**src/rtl/mbq_pkg.sv**
```systemverilog
// Package with the types, codes and constants of the multi-pin button qualifier.
package mbq_pkg;

    localparam int PINS = 32;
    localparam int PIN_AW = (PINS > 1) ? $clog2(PINS) : 1;

    localparam logic [15:0] HOLD_TIME_RST = 16'd1500;
    localparam logic [9:0] ANALOG_TOP_RST = 10'd800;
    localparam logic [9:0] ANALOG_BOTTOM_RST = 10'd200;

    typedef logic [2:0] t_opcode;
    localparam t_opcode OP_EDGE = 3'd0;
    localparam t_opcode OP_FILTERED = 3'd1;
    localparam t_opcode OP_TWO_STATE = 3'd2;
    localparam t_opcode OP_PRESS_HOLD = 3'd3;
    localparam t_opcode OP_ANALOG = 3'd4;

    typedef logic [1:0] t_cfg_index;
    localparam t_cfg_index CFG_HOLD_TIME = 2'd0;
    localparam t_cfg_index CFG_ANALOG_TOP = 2'd1;
    localparam t_cfg_index CFG_ANALOG_BOTTOM = 2'd2;

    typedef enum logic [1:0] {
        ST_IDLE     = 2'd0,
        ST_SET      = 2'd1,
        ST_ACTIVE   = 2'd2,
        ST_RELEASED = 2'd3
    } t_pin_state;

    typedef struct packed {
        t_pin_state  state;
        logic [31:0] press_start;
    } t_pin_entry;

    localparam int ENTRY_W = $bits(t_pin_entry);

    typedef struct packed {
        logic [15:0] hold_time;
        logic [9:0]  analog_top;
        logic [9:0]  analog_bottom;
    } t_cfg;

    typedef struct packed {
        t_opcode     opcode;
        logic [4:0]  pin;
        logic        level;
        logic        active_low;
        logic [9:0]  analog_sample;
        logic [7:0]  value_a;
        logic [7:0]  value_b;
        logic [7:0]  slot;
        logic [31:0] now_ms;
    } t_poll;

    typedef struct packed {
        logic       emitted;
        logic [7:0] out_value;
        logic [7:0] out_slot;
    } t_result;

endpackage

```
**src/rtl/mbq_poll_if.sv**
```systemverilog
// Interface of the poll channel: one word is one poll of one pin.
interface mbq_poll_if;
    import mbq_pkg::*;

    logic        valid;
    logic        ready;
    t_opcode     opcode;
    logic [4:0]  pin;
    logic        level;
    logic        active_low;
    logic [9:0]  analog_sample;
    logic [7:0]  value_a;
    logic [7:0]  value_b;
    logic [7:0]  slot;
    logic [31:0] now_ms;

    modport source (
        output valid, opcode, pin, level, active_low, analog_sample,
               value_a, value_b, slot, now_ms,
        input  ready
    );

    modport sink (
        input  valid, opcode, pin, level, active_low, analog_sample,
               value_a, value_b, slot, now_ms,
        output ready
    );
endinterface

```
**src/rtl/mbq_result_if.sv**
```systemverilog
// Interface of the result channel: one word per poll.
interface mbq_result_if;
    logic       valid;
    logic       ready;
    logic       emitted;
    logic [7:0] out_value;
    logic [7:0] out_slot;

    modport source (
        output valid, emitted, out_value, out_slot,
        input  ready
    );

    modport sink (
        input  valid, emitted, out_value, out_slot,
        output ready
    );
endinterface

```
**src/rtl/multi_pin_button_qualifier.sv**
```systemverilog
// Top level of the multi-pin button qualifier: pin-state memory, pipeline and ports.
//
// The block returns one result word per poll, in order. The state and press
// timestamp of every pin live in one 34-bit by 32-entry RAM: each poll's entry
// is read as the poll is taken and written back by the qualify stage. A poll of
// the same pin that follows directly takes the entry just written through a
// forwarding path, so one poll word is taken per clock for any pin order when not
// stalled. Per-pin valid bits, cleared by reset, make a never-written entry read
// as idle with a zero timestamp, so there is no clearing pass after reset. Results
// wait in an output register; the block stalls only when that register and the
// qualify stage are both full and the result is not taken. The user must write
// the configuration only while idle; the block does not enforce it.
module multi_pin_button_qualifier (
    input  logic                  i_clk,
    input  logic                  i_rst_n,
    mbq_poll_if.sink              i_poll,
    mbq_result_if.source          o_result,
    input  logic                  i_cfg_we,
    input  mbq_pkg::t_cfg_index   i_cfg_index,
    input  logic [15:0]           i_cfg_data
);
    import mbq_pkg::*;

    t_cfg              r_cfg;
    logic              r_s1_valid;
    t_poll             r_s1;
    logic              r_out_valid;
    t_result           r_out;
    logic [PINS-1:0]   r_pin_valid;
    logic              r_fwd_en;
    logic [PIN_AW-1:0] r_fwd_pin;
    t_pin_entry        r_fwd_entry;

    t_poll             in_poll;
    logic              out_free;
    logic              s1_go;
    logic              fire_in;
    logic              in_range;
    logic [PIN_AW-1:0] s1_idx;
    logic [PIN_AW-1:0] raddr;
    logic              ram_we;
    logic [ENTRY_W-1:0] ram_rdata;
    t_pin_entry        cur_entry;
    t_pin_entry        q_entry;
    t_result           q_result;

    assign in_poll.opcode = i_poll.opcode;
    assign in_poll.pin = i_poll.pin;
    assign in_poll.level = i_poll.level;
    assign in_poll.active_low = i_poll.active_low;
    assign in_poll.analog_sample = i_poll.analog_sample;
    assign in_poll.value_a = i_poll.value_a;
    assign in_poll.value_b = i_poll.value_b;
    assign in_poll.slot = i_poll.slot;
    assign in_poll.now_ms = i_poll.now_ms;

    assign out_free = !r_out_valid || o_result.ready;
    assign s1_go = r_s1_valid && out_free;
    assign i_poll.ready = !r_s1_valid || out_free;
    assign fire_in = i_poll.valid && i_poll.ready;

    assign in_range = {1'b0, r_s1.pin} < 6'(PINS);
    assign s1_idx = r_s1.pin[PIN_AW-1:0];
    assign raddr = fire_in ? i_poll.pin[PIN_AW-1:0] : s1_idx;
    assign ram_we = s1_go && in_range;

    mbq_ram #(
        .WIDTH (ENTRY_W),
        .DEPTH (PINS)
    ) u_state_ram (
        .i_clk   (i_clk),
        .i_we    (ram_we),
        .i_waddr (s1_idx),
        .i_wdata (q_entry),
        .i_raddr (raddr),
        .o_rdata (ram_rdata)
    );

    always_comb begin
        if (r_fwd_en && r_fwd_pin == s1_idx) begin
            cur_entry = r_fwd_entry;
        end else if (r_pin_valid[s1_idx]) begin
            cur_entry = t_pin_entry'(ram_rdata);
        end else begin
            cur_entry = '{state: ST_IDLE, press_start: 32'd0};
        end
    end

    mbq_qualify u_qualify (
        .i_poll   (r_s1),
        .i_cfg    (r_cfg),
        .i_entry  (cur_entry),
        .o_entry  (q_entry),
        .o_result (q_result)
    );

    always_ff @(posedge i_clk) begin
        if (!i_rst_n) begin
            r_cfg <= '{hold_time: HOLD_TIME_RST, analog_top: ANALOG_TOP_RST,
                       analog_bottom: ANALOG_BOTTOM_RST};
            r_s1_valid <= 1'b0;
            r_out_valid <= 1'b0;
            r_pin_valid <= '0;
            r_fwd_en <= 1'b0;
        end else begin
            if (i_cfg_we) begin
                case (i_cfg_index)
                    CFG_HOLD_TIME:     r_cfg.hold_time <= i_cfg_data;
                    CFG_ANALOG_TOP:    r_cfg.analog_top <= i_cfg_data[9:0];
                    CFG_ANALOG_BOTTOM: r_cfg.analog_bottom <= i_cfg_data[9:0];
                    default: begin
                    end
                endcase
            end
            if (i_poll.ready) begin
                r_s1_valid <= i_poll.valid;
            end
            if (s1_go) begin
                r_out_valid <= 1'b1;
            end else if (o_result.ready) begin
                r_out_valid <= 1'b0;
            end
            if (ram_we) begin
                r_pin_valid[s1_idx] <= 1'b1;
            end
            r_fwd_en <= ram_we;
        end
    end

    always_ff @(posedge i_clk) begin
        if (fire_in) begin
            r_s1 <= in_poll;
        end
        if (s1_go) begin
            r_out <= in_range ? q_result : '0;
        end
        if (ram_we) begin
            r_fwd_pin <= s1_idx;
            r_fwd_entry <= q_entry;
        end
    end

    assign o_result.valid = r_out_valid;
    assign o_result.emitted = r_out.emitted;
    assign o_result.out_value = r_out.out_value;
    assign o_result.out_slot = r_out.out_slot;
endmodule

```
**src/rtl/mbq_ram.sv**
```systemverilog
// Generic single-port-write, single-port-read RAM with registered read data.
module mbq_ram #(
    parameter int WIDTH = 8,
    parameter int DEPTH = 32
) (
    input  logic                             i_clk,
    input  logic                             i_we,
    input  logic [$clog2(DEPTH)-1:0]         i_waddr,
    input  logic [WIDTH-1:0]                 i_wdata,
    input  logic [$clog2(DEPTH)-1:0]         i_raddr,
    output logic [WIDTH-1:0]                 o_rdata
);
    logic [WIDTH-1:0] r_mem [DEPTH];
    logic [WIDTH-1:0] r_rdata;

    always_ff @(posedge i_clk) begin
        if (i_we) begin
            r_mem[i_waddr] <= i_wdata;
        end
        r_rdata <= r_mem[i_raddr];
    end

    assign o_rdata = r_rdata;
endmodule

```
**src/rtl/mbq_qualify.sv**
```systemverilog
// Next-state and result logic for one poll, given the current entry of its pin.
module mbq_qualify (
    input  mbq_pkg::t_poll      i_poll,
    input  mbq_pkg::t_cfg       i_cfg,
    input  mbq_pkg::t_pin_entry i_entry,
    output mbq_pkg::t_pin_entry o_entry,
    output mbq_pkg::t_result    o_result
);
    import mbq_pkg::*;

    logic        pressed;
    logic        first;
    logic        second;
    logic [31:0] elapsed;
    logic        hold_over;
    t_pin_state  st;
    logic        emit;
    logic [7:0]  val;

    assign pressed = i_poll.level ^ i_poll.active_low;
    assign first = i_poll.analog_sample >= i_cfg.analog_top;
    assign second = !first && (i_poll.analog_sample <= i_cfg.analog_bottom);
    assign elapsed = i_poll.now_ms - i_entry.press_start;
    assign hold_over = elapsed > {16'd0, i_cfg.hold_time};
    assign st = i_entry.state;

    always_comb begin
        o_entry = i_entry;
        emit = 1'b0;
        val = 8'd0;
        unique case (i_poll.opcode)
            OP_EDGE: begin
                if (pressed && st == ST_IDLE) begin
                    o_entry.state = ST_SET;
                    emit = 1'b1;
                    val = i_poll.value_a;
                end else if (!pressed) begin
                    o_entry.state = ST_IDLE;
                end
            end
            OP_FILTERED: begin
                if (pressed && st == ST_IDLE) begin
                    o_entry.state = ST_SET;
                end else if (pressed && st == ST_SET) begin
                    o_entry.state = ST_ACTIVE;
                    emit = 1'b1;
                    val = i_poll.value_a;
                end else if (!pressed && st == ST_ACTIVE) begin
                    o_entry.state = ST_RELEASED;
                end else if (!pressed && st == ST_RELEASED) begin
                    o_entry.state = ST_IDLE;
                end
            end
            OP_TWO_STATE: begin
                if (pressed && st == ST_IDLE) begin
                    o_entry.state = ST_SET;
                    emit = 1'b1;
                    val = i_poll.value_a;
                end else if (!pressed && st != ST_IDLE) begin
                    o_entry.state = ST_IDLE;
                    emit = 1'b1;
                    val = i_poll.value_b;
                end
            end
            OP_PRESS_HOLD: begin
                if (pressed && st == ST_IDLE) begin
                    o_entry.state = ST_SET;
                    o_entry.press_start = i_poll.now_ms;
                end else if (pressed && st == ST_SET && hold_over) begin
                    o_entry.state = ST_ACTIVE;
                    emit = 1'b1;
                    val = i_poll.value_b;
                end else if (!pressed && st == ST_SET) begin
                    o_entry.state = ST_IDLE;
                    emit = 1'b1;
                    val = i_poll.value_a;
                end else if (!pressed && st == ST_ACTIVE) begin
                    o_entry.state = ST_IDLE;
                end
            end
            OP_ANALOG: begin
                if (!first && !second) begin
                    o_entry.state = ST_IDLE;
                end else if (st == ST_IDLE) begin
                    o_entry.state = ST_SET;
                    emit = 1'b1;
                    val = first ? i_poll.value_a : i_poll.value_b;
                end
            end
            default: begin
            end
        endcase
    end

    assign o_result.emitted = emit;
    assign o_result.out_value = val;
    assign o_result.out_slot = emit ? i_poll.slot : 8'd0;
endmodule
```
**src/flat_wrapper.sv**
```systemverilog
// flat-port wrapper written by rule: the top's interface ports become plain ports
module multi_pin_button_qualifier_flat import mbq_pkg::*;
  (i_clk, i_rst_n, i_cfg_we, i_cfg_index, i_cfg_data, i_poll_valid, i_poll_opcode, i_poll_pin, i_poll_level, i_poll_active_low, i_poll_analog_sample, i_poll_value_a, i_poll_value_b, i_poll_slot, i_poll_now_ms, i_poll_ready, o_result_valid, o_result_emitted, o_result_out_value, o_result_out_slot, o_result_ready);
  mbq_poll_if i_poll_i ();
  mbq_result_if o_result_i ();
  input  logic i_clk;
  input  logic i_rst_n;
  input  logic i_cfg_we;
  input  mbq_pkg::t_cfg_index i_cfg_index;
  input  logic [15:0] i_cfg_data;
  input wire logic [$bits(i_poll_i.valid)-1:0] i_poll_valid;
  input wire logic [$bits(i_poll_i.opcode)-1:0] i_poll_opcode;
  input wire logic [$bits(i_poll_i.pin)-1:0] i_poll_pin;
  input wire logic [$bits(i_poll_i.level)-1:0] i_poll_level;
  input wire logic [$bits(i_poll_i.active_low)-1:0] i_poll_active_low;
  input wire logic [$bits(i_poll_i.analog_sample)-1:0] i_poll_analog_sample;
  input wire logic [$bits(i_poll_i.value_a)-1:0] i_poll_value_a;
  input wire logic [$bits(i_poll_i.value_b)-1:0] i_poll_value_b;
  input wire logic [$bits(i_poll_i.slot)-1:0] i_poll_slot;
  input wire logic [$bits(i_poll_i.now_ms)-1:0] i_poll_now_ms;
  output wire logic [$bits(i_poll_i.ready)-1:0] i_poll_ready;
  output wire logic [$bits(o_result_i.valid)-1:0] o_result_valid;
  output wire logic [$bits(o_result_i.emitted)-1:0] o_result_emitted;
  output wire logic [$bits(o_result_i.out_value)-1:0] o_result_out_value;
  output wire logic [$bits(o_result_i.out_slot)-1:0] o_result_out_slot;
  input wire logic [$bits(o_result_i.ready)-1:0] o_result_ready;
  assign i_poll_i.valid = i_poll_valid;
  assign i_poll_i.opcode = i_poll_opcode;
  assign i_poll_i.pin = i_poll_pin;
  assign i_poll_i.level = i_poll_level;
  assign i_poll_i.active_low = i_poll_active_low;
  assign i_poll_i.analog_sample = i_poll_analog_sample;
  assign i_poll_i.value_a = i_poll_value_a;
  assign i_poll_i.value_b = i_poll_value_b;
  assign i_poll_i.slot = i_poll_slot;
  assign i_poll_i.now_ms = i_poll_now_ms;
  assign i_poll_ready = i_poll_i.ready;
  assign o_result_valid = o_result_i.valid;
  assign o_result_emitted = o_result_i.emitted;
  assign o_result_out_value = o_result_i.out_value;
  assign o_result_out_slot = o_result_i.out_slot;
  assign o_result_i.ready = o_result_ready;
  multi_pin_button_qualifier u_core (.i_clk(i_clk), .i_rst_n(i_rst_n), .i_poll(i_poll_i), .o_result(o_result_i), .i_cfg_we(i_cfg_we), .i_cfg_index(i_cfg_index), .i_cfg_data(i_cfg_data));
endmodule
```
**config.mk**
```make
export PLATFORM = sky130hd
export DESIGN_NAME = multi_pin_button_qualifier_flat
export DESIGN_NICKNAME = d
export VERILOG_FILES = /design/src/rtl/mbq_pkg.sv /design/src/rtl/mbq_poll_if.sv /design/src/rtl/mbq_result_if.sv /design/src/rtl/multi_pin_button_qualifier.sv /design/src/rtl/mbq_ram.sv /design/src/rtl/mbq_qualify.sv /design/src/flat_wrapper.sv
export SDC_FILE = /design/constraint.sdc
export NUM_CORES = 2
export LEC_CHECK = 0
export ABC_AREA = 0
export BUFFER_PORTS_ARGS = -buffer_cell sky130_fd_sc_hd__buf_4
export CORE_MARGIN = 2
export CORE_UTILIZATION = 45
export DETAILED_ROUTE_END_ITERATION = 6
export PLACE_DENSITY = 0.64
export SLEW_MARGIN = 20
export SYNTH_ARGS = -nofsm -noshare
export SYNTH_HDL_FRONTEND = slang
export SYNTH_SLANG_ARGS = --single-unit
export TNS_END_PERCENT = 30
```
**constraint.sdc**
```tcl
create_clock -name i_clk -period 9.3 [get_ports i_clk]
set_clock_uncertainty 0.1 [all_clocks]
set_input_delay 0.93 -clock i_clk [delete_from_list [all_inputs] [get_ports i_clk]]
set_output_delay 0.93 -clock i_clk [all_outputs]
set_load 0.05 [all_outputs]
```
# == Word level (Yosys, flattened, before mapping) ==
# Memory sizes are Yosys's and may differ from the RTL's. A register that Yosys moved wholly into a read port is not among the register bits.
# Index checks and enable logic that the tools add are counted.
# Widths: inputs -> output; s select.
# classes
n_addsub,1
shifts,0
div_mod_pow,0
reduce_logical,28
eq_ne,10
magnitude_cmp,5
bitwise,2
mul,0
mux,51
# op_table
op,count
$mux 8,11
$mux 34,2
$mux 32,2
$pmux 8 s5,1
$gt 32x16->1,1
$or 32x32->32,1
$sub 32x32->32,1
$mux 2,14
$mux 1,16
$logic_and 1x1->1,13
$ge 10x10->1,1
$le 10x10->1,1
$pmux 2 s5,1
$eq 2x2->1 const B,3
$eq 3x2->1 const B,2
$lt 5x6->1 const B,1
$reduce_and 2->1,3
$bmux 1 s5,1
$demux 1 s5,1
$eq 5x5->1,1
$ge 5x1->1 const B,1
$logic_not 1->1,5
$mux 5,1
$pmux 1 s5,1
8 further kinds,12
# word_totals
n_memories,1
latchBits,0
register_bits,203
rom_bits,0
ram_bits,1088
in_bits,99
output_inout_bits,19
# memory_table
name,depth,width,rd,rd_clocked_by_memory_dff,write_ports,line,source
u_core.u_state_ram.r_mem,32,34,1,1,1,mbq_ram.sv:13,logic [WIDTH-1:0] r_mem [DEPTH];

# == Depth between registers and ports, before layout ==
# depth
ltp_word,11
ltp_mapped,35

# == Hierarchy ==
# Synthesis repeated with hierarchy kept, for this count alone.
# hier_totals
hier_cells,3596
area_unflattened_um2,54690.0
# modules_own_cells
module,n_inst,cells_each,area_per_inst_um2
mbq_ram,1,2399,43107.6
multi_pin_button_qualifier,1,606,7523.5
mbq_qualify,1,591,4058.9

# == Least setup slack after synthesis ==
# No wires, ideal clock.
# synth_path
path_type,register to register
from,"register u_core.r_s1, in the netlist u_core.s1_idx[0]"
to,register u_core.r_fwd_entry[33] (netlist bit) (data pin)
stages_incl_launch_ff,35
setup_ns,0.396
required_time_ns,8.804
t_arrival_ns,6.811
slack_ns,1.993
path_buffers,5
period_less_slack_ns,7.307
cell_sequence,edfxtp_1 > buf_2 > buf_4 > xnor2_1 > nand4_1 > nor2_2 > clkbuf_1 > clkbuf_1 > clkbuf_1 > nand2_1 > nand2_1 > ha_1 > fa_1 > nor2b_1 > o21ai_0 > nand2b_1 > a21o_1 > a31o_2 > maj3_2 > a31o_4 > a211oi_4 > nor2_1 > xor2_1 > ha_1 > nand4_1 > nor2_1 > o21ai_0 > a21oi_1 > o31ai_1 > nor3b_1 > nand3b_1 > a21oi_1 > nand4b_1 > nor3_1 > o221ai_1
# synth_rtl
element,line,source
"start, declared",multi_pin_button_qualifier.sv:26,t_poll r_s1;
"start signal, assigned",multi_pin_button_qualifier.sv:132,r_s1 <= in_poll;
"end signal, assigned",multi_pin_button_qualifier.sv:139,r_fwd_entry <= q_entry;
"end, declared",multi_pin_button_qualifier.sv:32,t_pin_entry r_fwd_entry;

==> impl_metrics.xml <==
<?xml version="1.0" encoding="UTF-8"?>
<metrics>
  <group name="routing">
    <metric name="met3_wirelength" unit="µm">9630</metric>
    <metric name="drt-vias-per-instance" unit="">5.86</metric>
    <metric name="remaining_drc_errors" unit="">0</metric>
    <metric name="first_pass_iters" unit="">5</metric>
    <metric name="drt_iter0_drc" unit="">3072</metric>
    <metric name="route.antenna.remaining_nets" unit="">0</metric>
    <metric name="maxUsedRoutingLayer" unit="">met4</metric>
    <metric name="routed_length_on_met2" unit="µm">65200</metric>
    <metric name="route.vias.total" unit="">29854</metric>
    <metric name="wirelength" unit="µm">135000</metric>
    <metric name="routedWlPerCell" unit="µm">26.4</metric>
    <metric name="drt-met1-wl" unit="µm">55800</metric>
  </group>
  <group name="sta">
    <metric name="rsz0062_at_grt" unit="">false</metric>
    <metric name="final_min_period_over_clock_period" unit="">0.889</metric>
    <metric name="final_max_slew_viol_count" unit="">0</metric>
    <metric name="finalHoldViolCount" unit="">0</metric>
    <metric name="max-slew-margin-rel" unit="">0.214</metric>
    <metric name="transition_at_the_pin_with_the_smallest_max_transition_slack" unit="ns">1.18</metric>
    <metric name="final-setup-viol-count" unit="">0</metric>
    <metric name="min_period" unit="ns">8.27</metric>
    <metric name="fmax" unit="GHz">0.121</metric>
    <metric name="timing.setup.tns" unit="ns">0</metric>
  </group>
  <group name="synthesis">
    <metric name="yosys_warnings" unit="">0</metric>
    <metric name="synth_async_sr_flop_share" unit="">0</metric>
    <metric name="yosys_most_used_dff" unit="">edfxtp_1</metric>
    <metric name="post_synth_edffs" unit="">1220</metric>
    <metric name="synth_fp_nets" unit="">3395</metric>
    <metric name="post_synth_num_cell_types" unit="">83</metric>
    <metric name="synthesis.instances" unit="">3229</metric>
    <metric name="yosys_register_bits" unit="">1325</metric>
    <metric name="synth-seq-area-share" unit="">0.720</metric>
    <metric name="postSynthAreaPerCell" unit="µm²">16.7</metric>
    <metric name="synthesis.area" unit="µm²">53800</metric>
  </group>
  <group name="clock_network">
    <metric name="clock_tree.htree_level_count" unit="">4</metric>
    <metric name="clkTransAtPathRegs" unit="ns">0.06</metric>
    <metric name="clock_sinks" unit="">1325</metric>
    <metric name="cts.repair_timing.setup_buffer_count" unit="">0</metric>
    <metric name="clock_tree.buffer_depth" unit="">3</metric>
    <metric name="worstSkewPairLatency" unit="ns">0.76</metric>
    <metric name="cts-resized-gates" unit="">0</metric>
    <metric name="clockRootBuffer" unit="">clkbuf_16</metric>
    <metric name="cts_hold_buffers" unit="">0</metric>
    <metric name="cts-buffers-inserted" unit="">132</metric>
    <metric name="cts_tree" unit="">yes</metric>
  </group>
  <group name="cells_and_area">
    <metric name="syn2layout_area_growth" unit="%">14.1</metric>
    <metric name="ff_latch_area" unit="µm²">38700</metric>
    <metric name="fillers" unit="">9522</metric>
    <metric name="multi_input_area" unit="µm²">14700</metric>
    <metric name="antenna_diode_count" unit="">0</metric>
    <metric name="most-common-layout-cells" unit="">edfxtp_1 (1220), nand2_1 (424), mux4_2 (272)</metric>
    <metric name="layout_cell_share_with_drive_strength_beyond_1" unit="">0.215</metric>
    <metric name="layout.cells.most_common" unit="">edfxtp_1</metric>
    <metric name="nets" unit="">3557</metric>
    <metric name="finish.utilization" unit="">0.519</metric>
  </group>
  <group name="floorplan">
    <metric name="starting_density_of_the_core" unit="">0.455</metric>
    <metric name="io_pins" unit="">118</metric>
    <metric name="die_area" unit="µm²">122000</metric>
    <metric name="std_cell_rows" unit="">126</metric>
    <metric name="core" unit="µm²">118000</metric>
    <metric name="die_w" unit="µm">350</metric>
    <metric name="die_height" unit="µm">350</metric>
  </group>
  <group name="global_routing">
    <metric name="grt_pass1_vias" unit="">29693</metric>
    <metric name="gr-usage-all-layers" unit="">0.220</metric>
    <metric name="number_of_antenna_violations_at_the_first_check_in_global_routing" unit="">2</metric>
    <metric name="grt_overflow_total" unit="">0</metric>
    <metric name="global_route_wire_length_before_repair" unit="µm">197000</metric>
    <metric name="grt_max_degree" unit="">129</metric>
  </group>
  <group name="critical_path">
    <metric name="worst_path_most_repeated_cell" unit="">a21oi_1</metric>
    <metric name="critPathTopFamily" unit="">compound AO/OA/AOI/OAI gates</metric>
    <metric name="path_class" unit="">flop to flop</metric>
    <metric name="levels_on_crit_path" unit="">28</metric>
    <metric name="timing.critical_path.to" unit="">u_core.o_result.out_value[5]</metric>
    <metric name="critical_path.n_buffers_inverters" unit="">0</metric>
    <metric name="worstSetupEndpointType" unit="">flop</metric>
    <metric name="crit_path_max_fanout" unit="">31</metric>
    <metric name="worst_ep_required_time" unit="ns">9.65</metric>
    <metric name="crit_path_start" unit="">u_core.s1_idx[3]</metric>
    <metric name="timing.rr.start" unit="">u_core.s1_idx[3]</metric>
    <metric name="critical-path-max-stage-delay" unit="ns">0.72</metric>
    <metric name="reg2reg_to" unit="">u_core.o_result.out_value[5]</metric>
    <metric name="timing.critical_path.arrival" unit="ns">8.62</metric>
    <metric name="reg_to_reg_setup_timing_slack" unit="ns">1.03</metric>
    <metric name="ff_to_ff_path_depth" unit="">28</metric>
    <metric name="crit_path_top_delay_cell" unit="">nor4_2</metric>
    <metric name="startpoint_type" unit="">flop</metric>
  </group>
  <group name="pwr">
    <metric name="comb_power_share" unit="">0.103</metric>
    <metric name="share_clk_of_total_power" unit="">0.385</metric>
    <metric name="swShare" unit="">0.236</metric>
    <metric name="p_leak" unit="nW">20.6</metric>
    <metric name="power.net_switching" unit="W">0.00314</metric>
    <metric name="power_frac_seq" unit="">0.512</metric>
    <metric name="cell_pwr_density" unit="nW/µm²">217</metric>
    <metric name="vdd_ir_drop_max" unit="mV">0.204</metric>
    <metric name="intPower" unit="W">0.0102</metric>
  </group>
  <group name="outcome">
    <metric name="run_status" unit="">finished clean</metric>
  </group>
  <group name="placed_design">
    <metric name="gp_congestion" unit="">0.903</metric>
    <metric name="io_buffers" unit="">117</metric>
    <metric name="dp_hpwl" unit="µm">74000</metric>
  </group>
  <group name="worst_hold_path">
    <metric name="timing.hold.worst.class" unit="">input pin to flop</metric>
  </group>
  <group name="run">
    <metric name="maxCapViolCount" unit="">0</metric>
  </group>
</metrics>
[power groups by stage]
stage               registers, W  clock network [W]  logic, W
floorplan                0.00692                  0  0.000893
global placement         0.00694                  0   0.00134
detailed placement       0.00694                  0   0.00136
CTS                      0.00681            0.00523   0.00137
global route             0.00682            0.00544   0.00149
finish                   0.00681            0.00513   0.00136
[synth_stat cells, types with 6 or more instances]
| library cell | n | area [µm²] |
|---|---|---|
| buf_2 | 8 | 40.0 |
| mux2i_1 | 28 | 280 |
| dfxtp_1 | 105 | 2100 |
| a311oi_1 | 9 | 78.8 |
| mux4_2 | 272 | 6130 |
| nand2b_1 | 7 | 43.8 |
| nand3_1 | 196 | 981 |
| o21ai_0 | 69 | 345 |
| a31oi_1 | 11 | 68.8 |
| buf_1 | 48 | 180 |
| nor2_1 | 109 | 409 |
| o21a_1 | 42 | 315 |
| or3_1 | 9 | 56.3 |
| and2_1 | 6 | 37.5 |
| xnor2_1 | 20 | 175 |
| nor3_1 | 11 | 55.1 |
| a21o_1 | 28 | 210 |
| inv_1 | 69 | 259 |
| nor2b_1 | 16 | 100 |
| nand3b_1 | 12 | 90.1 |
| a21boi_0 | 27 | 203 |
| a21boi_1 | 8 | 60.1 |
| and3_1 | 35 | 219 |
| o31ai_1 | 12 | 90.1 |
| a21oi_1 | 98 | 490 |
| nor4_1 | 7 | 43.8 |
| nand4_1 | 11 | 68.8 |
| ha_1 | 66 | 826 |
| nor3b_1 | 7 | 52.6 |
| xor2_1 | 9 | 78.8 |
| nand2_1 | 424 | 1590 |
| clkbuf_1 | 109 | 409 |
| edfxtp_1 | 1220 | 36600 |
| o211ai_1 | 25 | 188 |
[how the worst min path moves through the flow]
stage | startpoint | end | slack (ns) | depth (start not counted)
CTS | i_poll_now_ms[22] | u_core.r_s1[22] | 0.20 | 1
global route | i_poll_now_ms[25] | u_core.r_s1[25] | 0.23 | 1
finish | i_poll_now_ms[22] | u_core.r_s1[22] | 0.26 | 1
detailed placement | u_core.r_pin_valid[18] | u_core.r_pin_valid[18] | 0.35 | 1
global placement | u_core.r_pin_valid[11] | u_core.r_pin_valid[11] | 0.35 | 1
floorplan | u_core.s1_idx[0] | u_core.r_fwd_pin[0] | 0.32 | 0
[layer usage]
layer,vias to the layer above,global-route usage
met3,217,0.0342
met4,0,0.0729
met2,1198,0.361
met1,15461,0.303
met5,-,0
li1,12978,-
[sequential cells by signal, indices dropped and copies added (netlist names)]
name                        cells
u_core.u_state_ram.o_rdata     34
u_core.o_result.out_slot        8
u_core.r_s1                    71
u_core.r_pin_valid             32
u_core.s1_idx                   5
u_core.o_result.out_value       8
u_core.r_fwd_en                 1
u_core.o_result.valid           1
u_core.r_fwd_entry             34
u_core.r_cfg                   36
u_core.r_s1_valid               1
u_core.o_result.emitted         1
u_core.r_fwd_pin                5
u_core.u_state_ram.r_mem     1088
[stage by stage]
| stage | hold slack [ns] | instance area (µm²) | worst slack [ns] | power (W) | std cells |
|---|---|---|---|---|---|
| after floorplan | 0.321 | 53800 | 1.99 | 0.00782 | 3229 |
| after global placement | 0.346 | 57200 | 1.09 | 0.00829 | 4855 |
| after detailed placement | 0.352 | 57200 | 0.852 | 0.00830 | 4855 |
| after CTS | 0.203 | 61400 | 0.840 | 0.0134 | 5094 |
| after global routing | 0.231 | 61400 | 0.445 | 0.0137 | 5096 |
| final | 0.259 | 61400 | 1.03 | 0.0133 | 5096 |
[cells by family after synthesis]
kind of cell    synth area share
flops                      0.720
simple gates              0.0739
compound gates            0.0483
mux                        0.120
buf+inv                   0.0176
fa+ha+maj                 0.0159
xor+xnor                 0.00472
[area by class of cell]
| type | instances | area share |
|---|---|---|
| Sequential cell | 1325 | 0.631 |
| Tap cell | 1600 | 0.0326 |
| Timing Repair Buffer | 199 | 0.0258 |
| Inverter | 69 | 0.00424 |
| Clock inverter | 55 | 0.00748 |
| Clock buffer | 184 | 0.0602 |
| Multi-Input combinational cell | 1664 | 0.239 |
Power figures use the tool's default switching activity.
